<file path="src/hdl/dtfm_pkg.sv">
// Shared types, status codes and character constants for the decimal token parser.
package dtfm_pkg;

  localparam int unsigned WholeWidth = 23;
  localparam int unsigned FracWidth  = 10;
  localparam int unsigned ValueWidth = 32;

  // Largest whole part for which whole*1000+999 still fits in 32 bits.
  localparam logic [WholeWidth-1:0] LIMIT_CAP = 23'd4294966;

  localparam logic [2:0] ST_OK         = 3'd0;
  localparam logic [2:0] ST_BAD_CHAR   = 3'd1;
  localparam logic [2:0] ST_SECOND_SEP = 3'd2;
  localparam logic [2:0] ST_NO_DIGIT   = 3'd3;
  localparam logic [2:0] ST_OVERFLOW   = 3'd4;
  localparam logic [2:0] ST_SKIPPED    = 3'd5;
  localparam logic [2:0] ST_NO_TOKEN   = 3'd6;

  localparam logic [7:0] CH_SPACE = 8'h20;
  localparam logic [7:0] CH_TAB   = 8'h09;
  localparam logic [7:0] CH_CR    = 8'h0D;
  localparam logic [7:0] CH_LF    = 8'h0A;
  localparam logic [7:0] CH_DOT   = 8'h2E;
  localparam logic [7:0] CH_COMMA = 8'h2C;
  localparam logic [7:0] CH_ZERO  = 8'h30;
  localparam logic [7:0] CH_NINE  = 8'h39;

  typedef struct packed {
    logic [7:0] char_code;
    logic       line_end;
  } in_item_t;

  typedef struct packed {
    logic [ValueWidth-1:0] value;
    logic [2:0]            status;
    logic                  closes_line;
  } out_item_t;

  // Parser state; scaled tracks whole_acc*1000 so a close needs only one add.
  typedef struct packed {
    logic                  in_token;
    logic [WholeWidth-1:0] whole_acc;
    logic [ValueWidth-1:0] scaled;
    logic [FracWidth-1:0]  frac_acc;
    logic [1:0]            frac_count;
    logic                  digit_seen;
    logic                  in_fraction;
    logic [2:0]            token_fault;
    logic                  line_failed;
  } state_t;

  localparam state_t STATE_RESET = '{default: '0};

  function automatic logic is_gap(input logic [7:0] c);
    return (c == CH_SPACE) || (c == CH_TAB) || (c == CH_CR) || (c == CH_LF);
  endfunction

endpackage

</file>
<file path="src/hdl/dtfm_take.sv">
// Per-character token update: separators, digits, faults and the overflow check.
module dtfm_take (
  input  dtfm_pkg::state_t                  cur,
  input  logic [7:0]                        char_code,
  input  logic [dtfm_pkg::WholeWidth-1:0]   limit,
  output dtfm_pkg::state_t                  taken
);

  logic [3:0]  digit;
  logic        is_sep;
  logic        is_digit;
  logic [25:0] whole_wide;
  logic [dtfm_pkg::ValueWidth-1:0] scaled_new;
  logic [dtfm_pkg::FracWidth-1:0]  frac_new;

  assign digit    = 4'(char_code - dtfm_pkg::CH_ZERO);
  assign is_sep   = (char_code == dtfm_pkg::CH_DOT) || (char_code == dtfm_pkg::CH_COMMA);
  assign is_digit = (char_code >= dtfm_pkg::CH_ZERO) && (char_code <= dtfm_pkg::CH_NINE);

  // whole*10 + d, and the matching scaled*10 + d*1000 by shift-add
  assign whole_wide = {cur.whole_acc, 3'b000} + {2'b00, cur.whole_acc, 1'b0} + 26'(digit);
  assign scaled_new = {cur.scaled[28:0], 3'b000} + {cur.scaled[30:0], 1'b0}
                    + 32'({digit, 10'b0} - {digit, 4'b0} - {digit, 3'b0});
  assign frac_new   = {cur.frac_acc[6:0], 3'b000} + {cur.frac_acc[8:0], 1'b0} + 10'(digit);

  always_comb begin
    taken = cur;
    taken.in_token = 1'b1;
    if (!cur.line_failed && cur.token_fault == dtfm_pkg::ST_OK) begin
      if (is_sep) begin
        if (cur.in_fraction) begin
          taken.token_fault = dtfm_pkg::ST_SECOND_SEP;
        end else begin
          taken.in_fraction = 1'b1;
        end
      end else if (!is_digit) begin
        taken.token_fault = dtfm_pkg::ST_BAD_CHAR;
      end else begin
        taken.digit_seen = 1'b1;
        if (cur.in_fraction) begin
          // drop digits past the third
          if (cur.frac_count != 2'd3) begin
            taken.frac_acc   = frac_new;
            taken.frac_count = cur.frac_count + 2'd1;
          end
        end else if (whole_wide > 26'(limit)) begin
          taken.token_fault = dtfm_pkg::ST_OVERFLOW;
        end else begin
          taken.whole_acc = whole_wide[dtfm_pkg::WholeWidth-1:0];
          taken.scaled    = scaled_new;
        end
      end
    end
  end

endmodule

</file>
<file path="src/hdl/dtfm_close.sv">
// Token close and line end: builds the result and the next parser state.
module dtfm_close (
  input  dtfm_pkg::state_t  cur,
  input  dtfm_pkg::state_t  taken,
  input  dtfm_pkg::in_item_t item,
  output dtfm_pkg::state_t  next,
  output dtfm_pkg::out_item_t result,
  output logic              has_result
);

  logic             gap;
  logic             closing;
  dtfm_pkg::state_t src;
  logic [dtfm_pkg::FracWidth-1:0] frac_pad;
  logic [2:0]       close_status;

  assign gap     = dtfm_pkg::is_gap(item.char_code);
  assign src     = gap ? cur : taken;
  assign closing = gap ? cur.in_token : item.line_end;

  // pad missing fraction digits with zeros
  always_comb begin
    case (src.frac_count)
      2'd0:    frac_pad = '0;
      2'd1:    frac_pad = 10'({src.frac_acc[3:0], 6'b0} + {src.frac_acc[4:0], 5'b0}
                            + {src.frac_acc[7:0], 2'b0});
      2'd2:    frac_pad = 10'({src.frac_acc[6:0], 3'b0} + {src.frac_acc[8:0], 1'b0});
      default: frac_pad = src.frac_acc;
    endcase
  end

  always_comb begin
    if (src.line_failed) begin
      close_status = dtfm_pkg::ST_SKIPPED;
    end else if (src.token_fault != dtfm_pkg::ST_OK) begin
      close_status = src.token_fault;
    end else if (!src.digit_seen) begin
      close_status = dtfm_pkg::ST_NO_DIGIT;
    end else begin
      close_status = dtfm_pkg::ST_OK;
    end
  end

  always_comb begin
    result.value       = '0;
    result.status      = dtfm_pkg::ST_OK;
    result.closes_line = item.line_end;
    has_result         = 1'b0;
    next               = gap ? cur : taken;
    if (closing) begin
      has_result    = 1'b1;
      result.status = close_status;
      if (close_status == dtfm_pkg::ST_OK) begin
        result.value = src.scaled + 32'(frac_pad);
      end
      next             = dtfm_pkg::STATE_RESET;
      next.line_failed = src.line_failed || (close_status != dtfm_pkg::ST_OK);
    end else if (gap && item.line_end) begin
      has_result    = 1'b1;
      result.status = cur.line_failed ? dtfm_pkg::ST_SKIPPED : dtfm_pkg::ST_NO_TOKEN;
    end
    if (item.line_end) begin
      next = dtfm_pkg::STATE_RESET;
    end
  end

endmodule

</file>
<file path="src/hdl/decimal_token_to_fixed_milli.sv">
// Top level: decimal token parser, one character per cycle, results times 1000.
// Path: an accepted character is held in the input register, and its result is
//   loaded into the output register when the parser advances on that character.
// Throughput: one character per cycle; the input register advances whenever the
//   output register is empty or being taken, so both sides can stream continuously.
// Reset (rst, synchronous): clears parser state and both valid flags, and sets
//   the whole-part limit to 4294966.
module decimal_token_to_fixed_milli (
  input  logic                 clk,
  input  logic                 rst,
  input  logic                 cfg_write_en,
  input  logic [dtfm_pkg::WholeWidth-1:0] cfg_write_data,
  input  logic                 in_valid,
  output logic                 in_ready,
  input  dtfm_pkg::in_item_t   in_data,
  output logic                 out_valid,
  input  logic                 out_ready,
  output dtfm_pkg::out_item_t  out_data
);

  // Whole-part limit, clamped on write so the scaled value always fits 32 bits.
  logic [dtfm_pkg::WholeWidth-1:0] limit;

  // Input register stage.
  logic               item_valid;
  dtfm_pkg::in_item_t item;

  // Parser state and the logic around it.
  dtfm_pkg::state_t    state;
  dtfm_pkg::state_t    taken;
  dtfm_pkg::state_t    state_next;
  dtfm_pkg::out_item_t result;
  logic                has_result;
  logic                advance;

  // Advance the held character when the output register can take its result.
  assign advance  = item_valid && (!out_valid || out_ready);
  assign in_ready = !item_valid || advance;

  always_ff @(posedge clk) begin
    if (rst) begin
      limit <= dtfm_pkg::LIMIT_CAP;
    end else if (cfg_write_en) begin
      limit <= (cfg_write_data > dtfm_pkg::LIMIT_CAP) ? dtfm_pkg::LIMIT_CAP : cfg_write_data;
    end
  end

  // Hold the incoming transaction until the parser consumes it.
  always_ff @(posedge clk) begin
    if (rst) begin
      item_valid <= 1'b0;
    end else if (in_ready) begin
      item_valid <= in_valid;
    end
  end

  always_ff @(posedge clk) begin
    if (in_valid && in_ready) begin
      item <= in_data;
    end
  end

  dtfm_take u_take (
    .cur       (state),
    .char_code (item.char_code),
    .limit     (limit),
    .taken     (taken)
  );

  dtfm_close u_close (
    .cur        (state),
    .taken      (taken),
    .item       (item),
    .next       (state_next),
    .result     (result),
    .has_result (has_result)
  );

  // Commit the parser state once per consumed character.
  always_ff @(posedge clk) begin
    if (rst) begin
      state <= dtfm_pkg::STATE_RESET;
    end else if (advance) begin
      state <= state_next;
    end
  end

  // Output register: load a result when one is produced, drop it once taken.
  always_ff @(posedge clk) begin
    if (rst) begin
      out_valid <= 1'b0;
    end else if (advance) begin
      out_valid <= has_result;
    end else if (out_ready) begin
      out_valid <= 1'b0;
    end
  end

  always_ff @(posedge clk) begin
    if (advance && has_result) begin
      out_data <= result;
    end
  end

endmodule
</file>
<file path="config.mk">
export PLATFORM = sky130hd
export DESIGN_NAME = decimal_token_to_fixed_milli
export DESIGN_NICKNAME = d
export VERILOG_FILES = /design/src/hdl/dtfm_pkg.sv /design/src/hdl/dtfm_take.sv /design/src/hdl/dtfm_close.sv /design/src/hdl/decimal_token_to_fixed_milli.sv
export SDC_FILE = /design/constraint.sdc
export NUM_CORES = 1
export LEC_CHECK = 0
export ABC_AREA = 1
export BUFFER_PORTS_ARGS = -buffer_cell sky130_fd_sc_hd__buf_2
export CAP_MARGIN = 15
export CORE_AREA = 2 2 161 163
export DETAILED_ROUTE_END_ITERATION = 12
export DIE_AREA = 0 0 163 165
export PLACE_DENSITY = 0.78
export SLEW_MARGIN = 10
export SYNTH_ARGS = -nofsm -noshare
export SYNTH_HDL_FRONTEND = slang
export SYNTH_HIERARCHICAL = 1
export SYNTH_SLANG_ARGS = --single-unit
</file>
<file path="constraint.sdc">
create_clock -name clk -period 6.7 [get_ports clk]
set_input_delay 0.335 -clock clk [delete_from_list [all_inputs] [get_ports clk]]
set_output_delay 0.335 -clock clk [all_outputs]
set_load 0.005 [all_outputs]
</file>
Word level (Yosys, flattened, before mapping):

Index checks and enable logic that the tools add are counted.

* flip-flop bits (word level): 144
* input bits: 37

* $add $sub $neg: 14
* magnitude comparators: 4
* equal/unequal tests: 13
* muxes and demuxes: 29
* reductions and logical operators: 29

Operators by type and width (count)
* 74-bit two-way mux: 3
* 68-bit two-way mux: 2
* 55-bit two-way mux: 2
* 72-bit two-way mux: 1
* 32-bit adder: 2
* 10-bit adder: 4
* 32-bit by 10-bit adder with 32-bit output: 1
* 32-bit by 7-bit subtractor with 32-bit output: 1
* 10-bit one-hot mux with 3 select lines: 1
* 3-bit two-way mux: 9
* 26-bit by 24-bit adder with 26-bit output: 1
* 26-bit by 4-bit adder with 26-bit output: 1
* 26-bit by 23-bit > comparator with 1-bit output: 1
* 8-bit by 4-bit == test with 1-bit output, second input constant: 3
* 8-bit by 6-bit == test with 1-bit output, second input constant: 3
* 12-bit two-way mux: 2
* 23-bit > comparator, second input constant: 1
* 23-bit two-way mux: 1
* 3-bit nonzero test: 5
* 14-bit by 8-bit subtractor with 15-bit output: 1
* 10-bit by 4-bit adder with 10-bit output: 1
* 3-bit by 2-bit != test with 1-bit output, second input constant: 3
* 8-bit by 6-bit greater-or-equal comparator with 1-bit output, second input constant: 1
* 8-bit by 6-bit <= comparator with 1-bit output, second input constant: 1
* other kinds (17): 38

Logic depth before layout (Yosys ltp):

Gate-level depths: netlist of run 1.

* depth in word-level cells: 17
* gate-level depth with buffers: 44

Cells and area by module:

The synthesis of run 1 kept the hierarchy.

By module, submodules not included
* dtfm_take: instances 1, cells an instance 1030, area an instance 6218.5 um^2, seq. area each 0.0 um^2
* decimal_token_to_fixed_milli: instances 1, cells an instance 567, area an instance 5108.6 um^2, seq. area each 3333.2 um^2
* dtfm_close: instances 1, cells an instance 713, area an instance 3616.0 um^2, seq. area each 0.0 um^2

Worst setup path after synthesis of run 1:

Ideal clock, no wire load.

* path type: register to register
* start point: register, netlist name item[1]
* end point: register out_data[33] (netlist bit), data pin
* library setup time: 255 ps
* data arrival time: 5870 ps
* path slack: 576 ps
* cell stages (with the launch flop): 33
* buffers on the path: 0
* path through: edfxtp_1 > inv_1 > ha_1 > inv_1 > nor2_1 > nor2_1 > ha_1 > a21oi_1 > o21ai_0 > nor2_1 > inv_1 > nand2_1 > fa_1 > ha_1 > nand2_1 > o21ai_0 > nor2_1 > o21bai_1 > a21oi_1 > o21ai_0 > xnor2_1 > nand3_1 > nand2_1 > inv_1 > inv_1 > nand2_1 > o21ai_1 > nor2_2 > nand3_2 > nor3_2 > nand3_1 > nand2_1 > nor2_1

RTL lines
* to (signal assigned): RTL line decimal_token_to_fixed_milli.sv:101 `out_data <= result;`
* to (decl): RTL line decimal_token_to_fixed_milli.sv:18 `output dtfm_pkg::out_item_t out_data`

==> run_results.csv, run 1 <==
group,metric,value,unit
floorplan,core-area,25000,um^2
flow_run,drv_cap,0,
routing,vias,14658,
setup_path,worstPathRequired,6890,ps
floorplan,row_count,58,
yosys,synthTopCellsByCount,"nand2_1, inv_1, nor2_1",
hold_path,worstHoldPathType,"input pin to register",
yosys,synthesis.area,14900,um^2
setup_path,cp_max_fo,14,
power_and_ir_drop,powerDensity,182,nW/um^2
clock_tree,cts_tree,"yes",
clock_tree,clk_pin_slew_worst_paths,70,ps
grt,grt_max_degree,78,
yosys,synthCells,2310,
routing,drt_first_iter_violations,1231,
setup_path,critPathMaxStageDelay,470,ps
clock_tree,clock_sinks,144,
grt,antenna_found_initial,0,
setup_path,cpMostUsedCell,"nand2_1",
grt,grt-ovfl-total,0,
routing,antenna_left,0,
grt,grt_pass1_vias,13867,
yosys,synth-edff-count,45,
outcome,outcome,"completed",
yosys,yosysTopAreaCell,"nand2_1",
clock_tree,cts_htree_levels,4,
power_and_ir_drop,max-vdd-ir-drop,0.145,mV
placement,dpl_cell_area,15400,um^2
grt,grt_usage,29.8,%
placement,pre_cts_ws,262,ps
setup_path,rr_startpoint,"item[4]",
sta,worst_slew_pin_slew,899,ps
layout,layout.nets,2558,
yosys,ys_warn_count,6,
setup_path,worstReg2RegEnd,"out_data[32]",
routing,vias_per_cell,5.45,
sta,skew,13.2,ps
yosys,syn_area_per_cell,6.47,um^2
floorplan,io_pins,75,
routing,wire_per_inst,14.6,um
sta,worst_slack,480,ps
setup_path,end_kind,"register",
routing,drt_wl_total,39400,um
sta,timing.final.max_slew_violations,0,
floorplan,dieWidth,163,um
clock_tree,numCtsBuffers,17,
sta,slew-limit-headroom,40.0,%
layout,diodes,0,
sta,finalSetupViolCount,0,
setup_path,reg2regPathDepth,36,
setup_path,crit_type,"register to register",
layout,final_cell_area,16200,um^2
sta,max_freq,161,MHz
hold_path,min_to,"item[1]",
clock_tree,clock_latency,430,ps
floorplan,die_area,26900,um^2
placement,dp_cells,2652,
layout,multiInputGateArea,9910,um^2
clock_tree,cts.path.max_buffers,2,
setup_path,r2r_setup_slack,480,ps
layout,drive_above_1_share,9.95,%
grt,grt_pass1_wl,65200,um
sta,min_period,6220,ps
layout,ff_latch_area,3340,um^2
yosys,yosys_register_bits,144,
power_and_ir_drop,p_leak,8.28,nW
floorplan,die_h,165,um
sta,hold-worst-slack,84.9,ps
yosys,synthFlopType,"dfxtp_1",
floorplan,initial_core_util,59.7,%
sta,final-hold-violation-count,0,
layout,fillers,2321,
sta,finalSetupTns,0,ps
sta,rsz0062_at_grt,"no",
layout,fin_cells,2692,
setup_path,critPathArrivalTime,6410,ps
clock_tree,cts_root_buffer,"clkbuf_16",
setup_path,cpMaxStageDelayCell,"fa_1",
layout,syn_to_final_growth,8.16,%
setup_path,start_kind,"register",
placement,io_buffers,74,
yosys,yosysMostFrequentCell,"nand2_1",
sta,finalCritPeriodShare,92.8,%
yosys,yosys.area.top_type_share,14.3,%
routing,drc,0,
hold_path,hold_path_depth,1,
yosys,ys_types,59,
placement,gp_congestion,0.904,
placement,hpwlAfterDp,29000,um
yosys,ys_seq_area_share,22.3,%
routing,drt-pass1-iter-count,5,
yosys,synthTopCellsByArea,"nand2_1, dfxtp_1, ha_1",
hold_path,worstHoldStart,"in_data[1]",
yosys,synth_nets,2519,
yosys,async_flop_share,0,%
report_power, final:
group          leakage [nW]  internal [W]  switching, W
Sequential             1.22      0.000952     0.0000568
Clock                 0.288      0.000562      0.000450
Combinational          6.77      0.000328      0.000593
kinds of logic after synthesis:
family	share of synthesized area (%)
AND/OR/NAND/NOR	31.4
buffers and inverters	11.9
AO/OA/AOI/OAI	13.5
adder cells (fa/ha/maj)	16.2
flip-flops	22.3
XOR/XNOR	4.40
multiplexers	0.293
other	0.0251
flip-flops by register name, summed over array words and instances, names as in the netlist:
signal	count
out_valid	1
state	74
item_valid	1
limit	23
out_data	36
item	9
how the worst max path moves through the flow:
stage / cells past startpoint / to / start
4_1_cts: 38 / out_data[32] / state[52]
2_1_floorplan: 32 / out_data[33] / item[1]
6_report: 36 / out_data[32] / item[4]
5_1_grt: 44 / out_data[32] / item[1]
3_5_place_dp: 38 / out_data[32] / state[52]
3_3_place_gp: 44 / out_data[32] / item[2]
through the flow:
stage | total power [W] | util, %
global placement | 0.00190 | 61.6
floorplan | 0.00171 | -
finish | 0.00294 | 64.6
global route | 0.00311 | 64.6
CTS | 0.00293 | 64.0
detailed placement | 0.00192 | 61.6
layout by cell type, fill, tap and decap left out, drive strengths merged, types with 33 or more instances in the layout:
cell type  instances
a21oi            133
xnor2             33
dfxtp             99
xor2              42
ha               137
o21ai            184
edfxtp            45
nand3            117
nand2            593
buf               97
inv              360
nor2             348
fa                35
critical path: cells and delay by family (launching register included):
family	cells	cell delay, ps
compound gates	7	1170
xor+xnor	1	170
fa+ha+maj	4	1650
buf+inv	2	190
flops	1	390
simple gates	22	2420
cell type report:
| type | instances | area share [%] |
|---|---|---|
| Timing Repair Buffer | 97 | 3.51 |
| Inverter | 354 | 8.26 |
| Multi-Input combinational cell | 1735 | 61.3 |
| Sequential cell | 144 | 20.6 |
| Clock buffer | 17 | 2.63 |
| Clock inverter | 15 | 1.05 |
| Tap cell | 330 | 2.55 |
layer usage:
layer	vias up	track usage (%)	share of wire, %
met5	-	0	0
met4	0	9.01	2.0
met3	55	4.34	4.9
met2	396	52.3	49
met1	6784	37.9	44
li1	7423	-	-
repair_timing:
action / CTS / global route
resized for setup: 0 / 20
setup endpoints to repair: 0 / 19
buffers inserted: 0 / 7
hold buffers: 0 / 0
Note: power is estimated with default switching activity, not from simulation.
==> inputs of run 2 (changes only) <==
--- a/config.mk
+++ b/config.mk
@@ -5,12 +5,12 @@
 export SDC_FILE = /design/constraint.sdc
 export NUM_CORES = 1
 export LEC_CHECK = 0
-export ABC_AREA = 1
 export BUFFER_PORTS_ARGS = -buffer_cell sky130_fd_sc_hd__buf_2
 export CAP_MARGIN = 15
-export CORE_AREA = 2 2 161 163
+export CORE_AREA = 2 2 159 161
 export DETAILED_ROUTE_END_ITERATION = 12
-export DIE_AREA = 0 0 163 165
+export DIE_AREA = 0 0 161 163
+export HOLD_SLACK_MARGIN = 0.05
 export PLACE_DENSITY = 0.78
 export SLEW_MARGIN = 10
 export SYNTH_ARGS = -nofsm -noshare
==> run 2 against run 1 <==
Setup slack lost 850 ps. Synthesized cell count shrank 22%. Hold slack lost 15 ps. The flow now finishes with violations (setup timing). Fmax shrank 12%. Routed wire length grew 16%. Utilization grew 7.9 points. Clock power grew 6%. Flip-flop and latch count is the same. Combinational power shrank 74%. Total power shrank 24%. Highest routed layer unchanged. Global-route usage grew 2.2 points. Sequential share of layout area shrank 2.0 points.
==> run_results.csv, run 2 <==
group,metric,value,unit
power_and_ir_drop,powerDensity,125,nW/um^2
power_and_ir_drop,p_leak,7.87,nW
grt,grt_usage,32.0,%
outcome,outcome,"finished with violations",
routing,drt_wl_total,45800,um
layout,final_common_cell,"nand2_1",
setup_path,reg2regPathDepth,33,
yosys,ys_types,94,
yosys,synthTopCellsByArea,"dfxtp_1, ha_1, edfxtp_1",
clock_tree,cts_htree_levels,4,
setup_path,end_kind,"register",
yosys,synthFlopType,"dfxtp_1",
power_and_ir_drop,max-vdd-ir-drop,0.127,mV
sta,worst_slack,-374,ps
sta,skew,14.0,ps
yosys,ys_seq_area_share,22.9,%
layout,syn_to_final_growth,22.9,%
clock_tree,hold_buffers,0,
flow_run,drv_cap,0,
sta,slew-limit-headroom,37.0,%
setup_path,cp_max_fo,6,
clock_tree,cts_root_buffer,"clkbuf_16",
floorplan,initial_core_util,58.9,%
yosys,yosysMostFrequentCell,"nand2_1",
setup_path,worstPathRequired,6910,ps
setup_path,rr_startpoint,"item[4]",
routing,antenna_left,0,
yosys,synthTopCellsByCount,"nand2_1, a21oi_1, ha_1",
grt,antenna_found_initial,0,
placement,pre_cts_ws,-492,ps
layout,drive_above_1_share,24.7,%
setup_path,cp.buffers_inverters,5,
floorplan,io_pins,75,
yosys,synthSimpleGateAreaFrac,20.9,%
yosys,synth.area.mux_share,8.15,%
routing,vias_per_cell,6.29,
layout,top_regs,"state: 74 flops, out_data: 36 flops, limit: 23 flops",
setup_path,critPathArrivalTime,7280,ps
sta,worst_slew_pin_slew,945,ps
setup_path,start_kind,"register",
sta,timing.final.max_slew_violations,0,
clock_tree,clock_sinks,144,
clock_tree,cts_tree,"yes",
floorplan,core-area,24700,um^2
setup_path,worstReg2RegEnd,"out_data[26]",
yosys,synthCells,1811,
yosys,synth-edff-count,45,
floorplan,die_area,26200,um^2
yosys,synthAdderAreaFrac,16.6,%
grt,grt_pass1_wl,68800,um
clock_tree,clock_latency,450,ps
yosys,synth_top_family_by_area,"simple AND/OR/NAND/NOR gates",
layout,layout.nets,2217,
layout,regMostFlops,"state",
sta,min_period,7070,ps
placement,io_buffers,74,
setup_path,crit_type,"register to register",
power_and_ir_drop,p_total,0.00223,W
placement,hpwlAfterDp,28400,um
routing,vias,14790,
outcome,violations,"setup timing",
grt,grt_pass1_vias,14063,
setup_path,cpMaxStageDelayCell,"fa_1",
sta,finalCritPeriodShare,106,%
clock_tree,clk_pin_slew_worst_paths,80,ps
yosys,yosys_register_bits,144,
yosys,yosysTopAreaCell,"dfxtp_1",
setup_path,cp_top_family,"compound AO/OA/AOI/OAI gates",
sta,max_freq,141,MHz
floorplan,die_h,163,um
layout,largest_reg_flops,74,
yosys,synth_nets,2020,
setup_path,critPathMaxStageDelay,460,ps
clock_tree,numCtsBuffers,17,
yosys,async_flop_share,0,%
setup_path,cp.depth,33,
setup_path,endpoint,"out_data[26]",
yosys,synth-compound-area-share,20.7,%
grt,grt_max_degree,76,
layout,mostFrequentLayoutCells,"nand2_1, a21oi_1, buf_4",
yosys,ys_warn_count,6,
routing,drc,0,
grt,grt-ovfl-total,0,
yosys,synth_xor_xnor_area_share,5.54,%
sta,final-hold-violation-count,0,
yosys,synthesis.area,14500,um^2
routing,drt_first_iter_violations,1585,
layout,diodes,0,
layout,final_util,72.4,%
yosys,yosys.area.top_type_share,13.6,%
sta,finalSetupViolCount,25,
sta,rsz0062_at_grt,"yes",
routing,wire_per_inst,19.5,um
routing,drt-pass1-iter-count,6,
placement,gp_congestion,0.928,
floorplan,dieWidth,161,um
setup_path,r2r_setup_slack,-370,ps
setup_path,crit_start,"item[4]",
hold_path,worstHoldPathType,"input pin to register",
floorplan,row_count,58,
clock_tree,cts.path.max_buffers,2,
yosys,syn_area_per_cell,8.03,um^2
## run 2: changes by cell type after synthesis, moves of 27 or more
cell	before	now
xnor2_1	33	60
mux2i_1	1	40
a21oi_1	131	210
o21ai_0	128	63
nand3_1	113	55
mux2_4	0	44
nand2_1	569	308
inv_1	340	90
nor2_1	333	133
o21ai_1	41	5
## run 2: how the worst min path moves through the flow
stage          cells past startpoint        from        end
6_report                           1  in_data[2]    item[2]
5_1_grt                            1  in_data[3]    item[3]
4_1_cts                            1  in_data[2]    item[2]
3_5_place_dp                       1   limit[14]  limit[14]
3_3_place_gp                       2   state[18]  state[18]
2_1_floorplan                      0  in_data[0]    item[0]
## run 2: cells by family (layout without fill, tap and decap cells)
group / count (synthesis) / count (layout)
fa+ha+maj: 172 / 172
xor+xnor: 92 / 92
flops: 144 / 144
simple gates: 663 / 663
mux: 95 / 95
buf+inv: 178 / 388
other cells: 1 / 1
compound gates: 466 / 466
## run 2: power breakdown
part	switching [W]	total, W	internal, W
Combinational	0.000154	0.000240	0.0000864
Clock	0.000479	0.00107	0.000592
Sequential	0.00000932	0.000919	0.000909
Total	0.000642	0.00223	0.00159
## run 2: final cells by class
class / instances / area [um^2]
multi-input cells: 1489 / 11300
fillers: 1798 / 6800
flip-flops and latches: 144 / 3330
repair buffers: 266 / 1900
clock buffers: 18 / 450
well taps: 330 / 413
inverters: 90 / 338
clock inverters: 14 / 183
## run 2: per-layer routing
layer | GRT usage (%) | up-vias | part of all wire [%]
met5 | 0 | - | 0
met4 | 13.8 | 0 | 4.9
met3 | 5.30 | 181 | 6.9
met2 | 55.6 | 748 | 48
met1 | 39.2 | 7027 | 40
li1 | - | 6834 | -
## run 2: worst register-to-register path: cells and delay by family, from the launching register on
kind | cells | cell delay (ps)
adder cells (fa/ha/maj) | 4 | 1450
flip-flops | 1 | 410
AND/OR/NAND/NOR | 11 | 1420
multiplexers | 1 | 320
buffers and inverters | 5 | 750
XOR/XNOR | 2 | 390
AO/OA/AOI/OAI | 10 | 2130
## run 2: per-stage QoR
stage / hold WS [ps] / instances / setup TNS, ps / cell area [um^2]
finish: 69.6 / 2351 / -6160 / 17900
global placement: 455 / 2252 / -4090 / 15900
floorplan: 434 / 1811 / 0 / 14500
detailed placement: 463 / 2252 / -8380 / 15900
CTS: 64.3 / 2336 / -325 / 17100
global route: 53.3 / 2351 / -13080 / 17900
## run 2: repair_timing
item | 4_1_cts | 5_1_grt
resized for setup | 58 | 123
hold endpoints to repair | 0 | 0
cloned | 0 | 1
buffers inserted | 52 | 32
pin swaps | 38 | 82
endpoints found under the setup margin | 26 | 39
==> inputs of run 3 (changes only) <==
--- a/config.mk
+++ b/config.mk
@@ -7,9 +7,9 @@
 export LEC_CHECK = 0
 export BUFFER_PORTS_ARGS = -buffer_cell sky130_fd_sc_hd__buf_2
 export CAP_MARGIN = 15
-export CORE_AREA = 2 2 159 161
+export CORE_AREA = 2 2 183 140
 export DETAILED_ROUTE_END_ITERATION = 12
-export DIE_AREA = 0 0 161 163
+export DIE_AREA = 0 0 185 142
 export HOLD_SLACK_MARGIN = 0.05
 export PLACE_DENSITY = 0.78
 export SLEW_MARGIN = 10
==> constraint.sdc (replaced) <==
create_clock -name clk -period 9 [get_ports clk]
set_input_delay 0.45 -clock clk [delete_from_list [all_inputs] [get_ports clk]]
set_output_delay 0.45 -clock clk [all_outputs]
set_load 0.005 [all_outputs]
==> run 3 against run 2 <==
The flow now finishes without violations. Sequential power down 25%. First-iteration DRC count down 12%. Flip-flop and latch count unchanged. Largest cell class unchanged. Largest power group unchanged. Highest routed layer unchanged.
==> run_results.csv, run 3 (synthesis gave the netlist of run 2 again) <==
group,metric,value,unit
clock_tree,cts_htree_levels,4,
setup_path,start_kind,"register",
sta,slew-limit-headroom,25.5,%
sta,final-hold-violation-count,0,
clock_tree,cts_root_buffer,"clkbuf_16",
floorplan,initial_core_util,59.3,%
sta,worst_slew_pin_slew,1120,ps
layout,mostFrequentLayoutCells,"nand2_1, a21oi_1, ha_1",
setup_path,worstReg2RegEnd,"out_data[34]",
layout,top_regs,"state: 74 flops, out_data: 36 flops, limit: 23 flops",
floorplan,io_pins,75,
sta,finalSetupTns,0,ps
floorplan,core-area,24500,um^2
clock_tree,numCtsBuffers,17,
layout,largest_reg_flops,74,
routing,vias,13500,
routing,drt-pass1-iter-count,8,
clock_tree,clock_latency,440,ps
routing,drc,0,
grt,grt_max_degree,94,
routing,wire_per_inst,17.8,um
grt,grt_usage,29.8,%
power_and_ir_drop,max-vdd-ir-drop,0.134,mV
setup_path,rr_startpoint,"item[4]",
setup_path,end_kind,"register",
grt,grt_pass1_wl,63000,um
setup_path,r2r_setup_slack,900,ps
routing,vias_per_cell,6.18,
grt,grt_pass1_vias,12503,
flow_run,drv_cap,0,
sta,timing.final.max_slew_violations,0,
placement,hpwlAfterDp,27600,um
sta,min_period,8100,ps
sta,max_freq,124,MHz
layout,final_common_cell,"nand2_1",
layout,regMostFlops,"state",
layout,drive_above_1_share,11.4,%
setup_path,worstPathRequired,9180,ps
grt,antenna_found_initial,0,
clock_tree,clock_sinks,144,
layout,diodes,0,
placement,io_buffers,74,
power_and_ir_drop,powerDensity,100,nW/um^2
routing,drt_wl_total,38900,um
clock_tree,clk_pin_slew_worst_paths,70,ps
clock_tree,cts.path.max_buffers,2,
sta,finalCritPeriodShare,89.9,%
routing,antenna_left,0,
sta,finalSetupViolCount,0,
routing,drt_first_iter_violations,1395,
floorplan,die_h,142,um
layout,final_util,63.9,%
setup_path,critPathMaxStageDelay,600,ps
hold_path,worstHoldPathType,"input pin to register",
setup_path,crit_start,"item[4]",
power_and_ir_drop,p_leak,6.82,nW
sta,rsz0062_at_grt,"no",
sta,skew,13.1,ps
floorplan,row_count,50,
setup_path,reg2regPathDepth,31,
setup_path,critPathArrivalTime,8270,ps
floorplan,dieWidth,185,um
setup_path,cp_max_fo,10,
setup_path,endpoint,"out_data[34]",
grt,grt-ovfl-total,0,
placement,gp_congestion,0.953,
setup_path,cpMostUsedCell,"o21ai_0",
outcome,outcome,"completed",
setup_path,crit_type,"register to register",
clock_tree,cts_tree,"yes",
layout,layout.nets,2043,
setup_path,cpMaxStageDelayCell,"edfxtp_1",
clock_tree,ctsResizeCount,0,
floorplan,die_area,26300,um^2
layout,syn_to_final_growth,7.80,%
==> run 3: cell count changes in the layout (fill, tap and decap cells not counted), sizes merged <==
cell,previous run,this run
clkinvlp,0,3
clkinv,3,4
buf,265,92
inv,99,94
clkbuf,19,20
bufinv,2,1
==> run 3: what timing repair did <==
action / CTS / global route
hold buffers: 0 / 0
buffers inserted: 0 / 5
endpoints found under the setup margin: 0 / 1
==> run 3: critical path: cells and delay by family (launching register included) <==
kind                     cells  cell delay [ps]
AO/OA/AOI/OAI               13             2990
adder cells (fa/ha/maj)      4             1680
buffers and inverters        3              420
flip-flops                   1              600
multiplexers                 2              340
AND/OR/NAND/NOR              9             1800
==> run 3: layout make-up <==
class | instances | area, um^2
multi-input cells | 1489 | 10500
fillers | 2109 | 8850
flip-flops and latches | 144 | 3330
repair buffers | 92 | 526
clock buffers | 20 | 469
well taps | 338 | 423
inverters | 90 | 338
clock inverters | 12 | 123
==> run 3: through the flow <==
step           power [W]  area (um^2)  cells  setup WS (ps)  hold WS [ps]
5_1_grt          0.00162        15700   2185            394           179
6_report         0.00157        15700   2185            905           184
3_5_place_dp    0.000853        15000   2147            649           466
3_3_place_gp    0.000849        15000   2147           1070           455
2_1_floorplan   0.000808        14500   1811           2230           442
4_1_cts          0.00157        15600   2179            636           165
==> run 3: layer usage <==
layer	track usage, %	wire length [um]
met1	42.2	18100
met2	46.2	16800
met3	5.60	3230
met4	8.65	736
met5	0	0
==> run 3: worst min-delay path by stage <==
stage / from / to / slack, ps / cells after the start
2_1_floorplan: limit[12] / limit[12] / 440 / 1
3_3_place_gp: limit[12] / limit[12] / 460 / 1
3_5_place_dp: state[17] / state[17] / 470 / 2
4_1_cts: in_data[5] / item[5] / 170 / 1
5_1_grt: in_data[8] / item[8] / 180 / 1
6_report: in_data[5] / item[5] / 180 / 1
==> run 3: where the power goes <==
group          leakage [nW]  switching, W  internal, W
clock network         0.282      0.000315     0.000411
logic                  5.26      0.000102    0.0000540
registers              1.28     0.0000106     0.000677
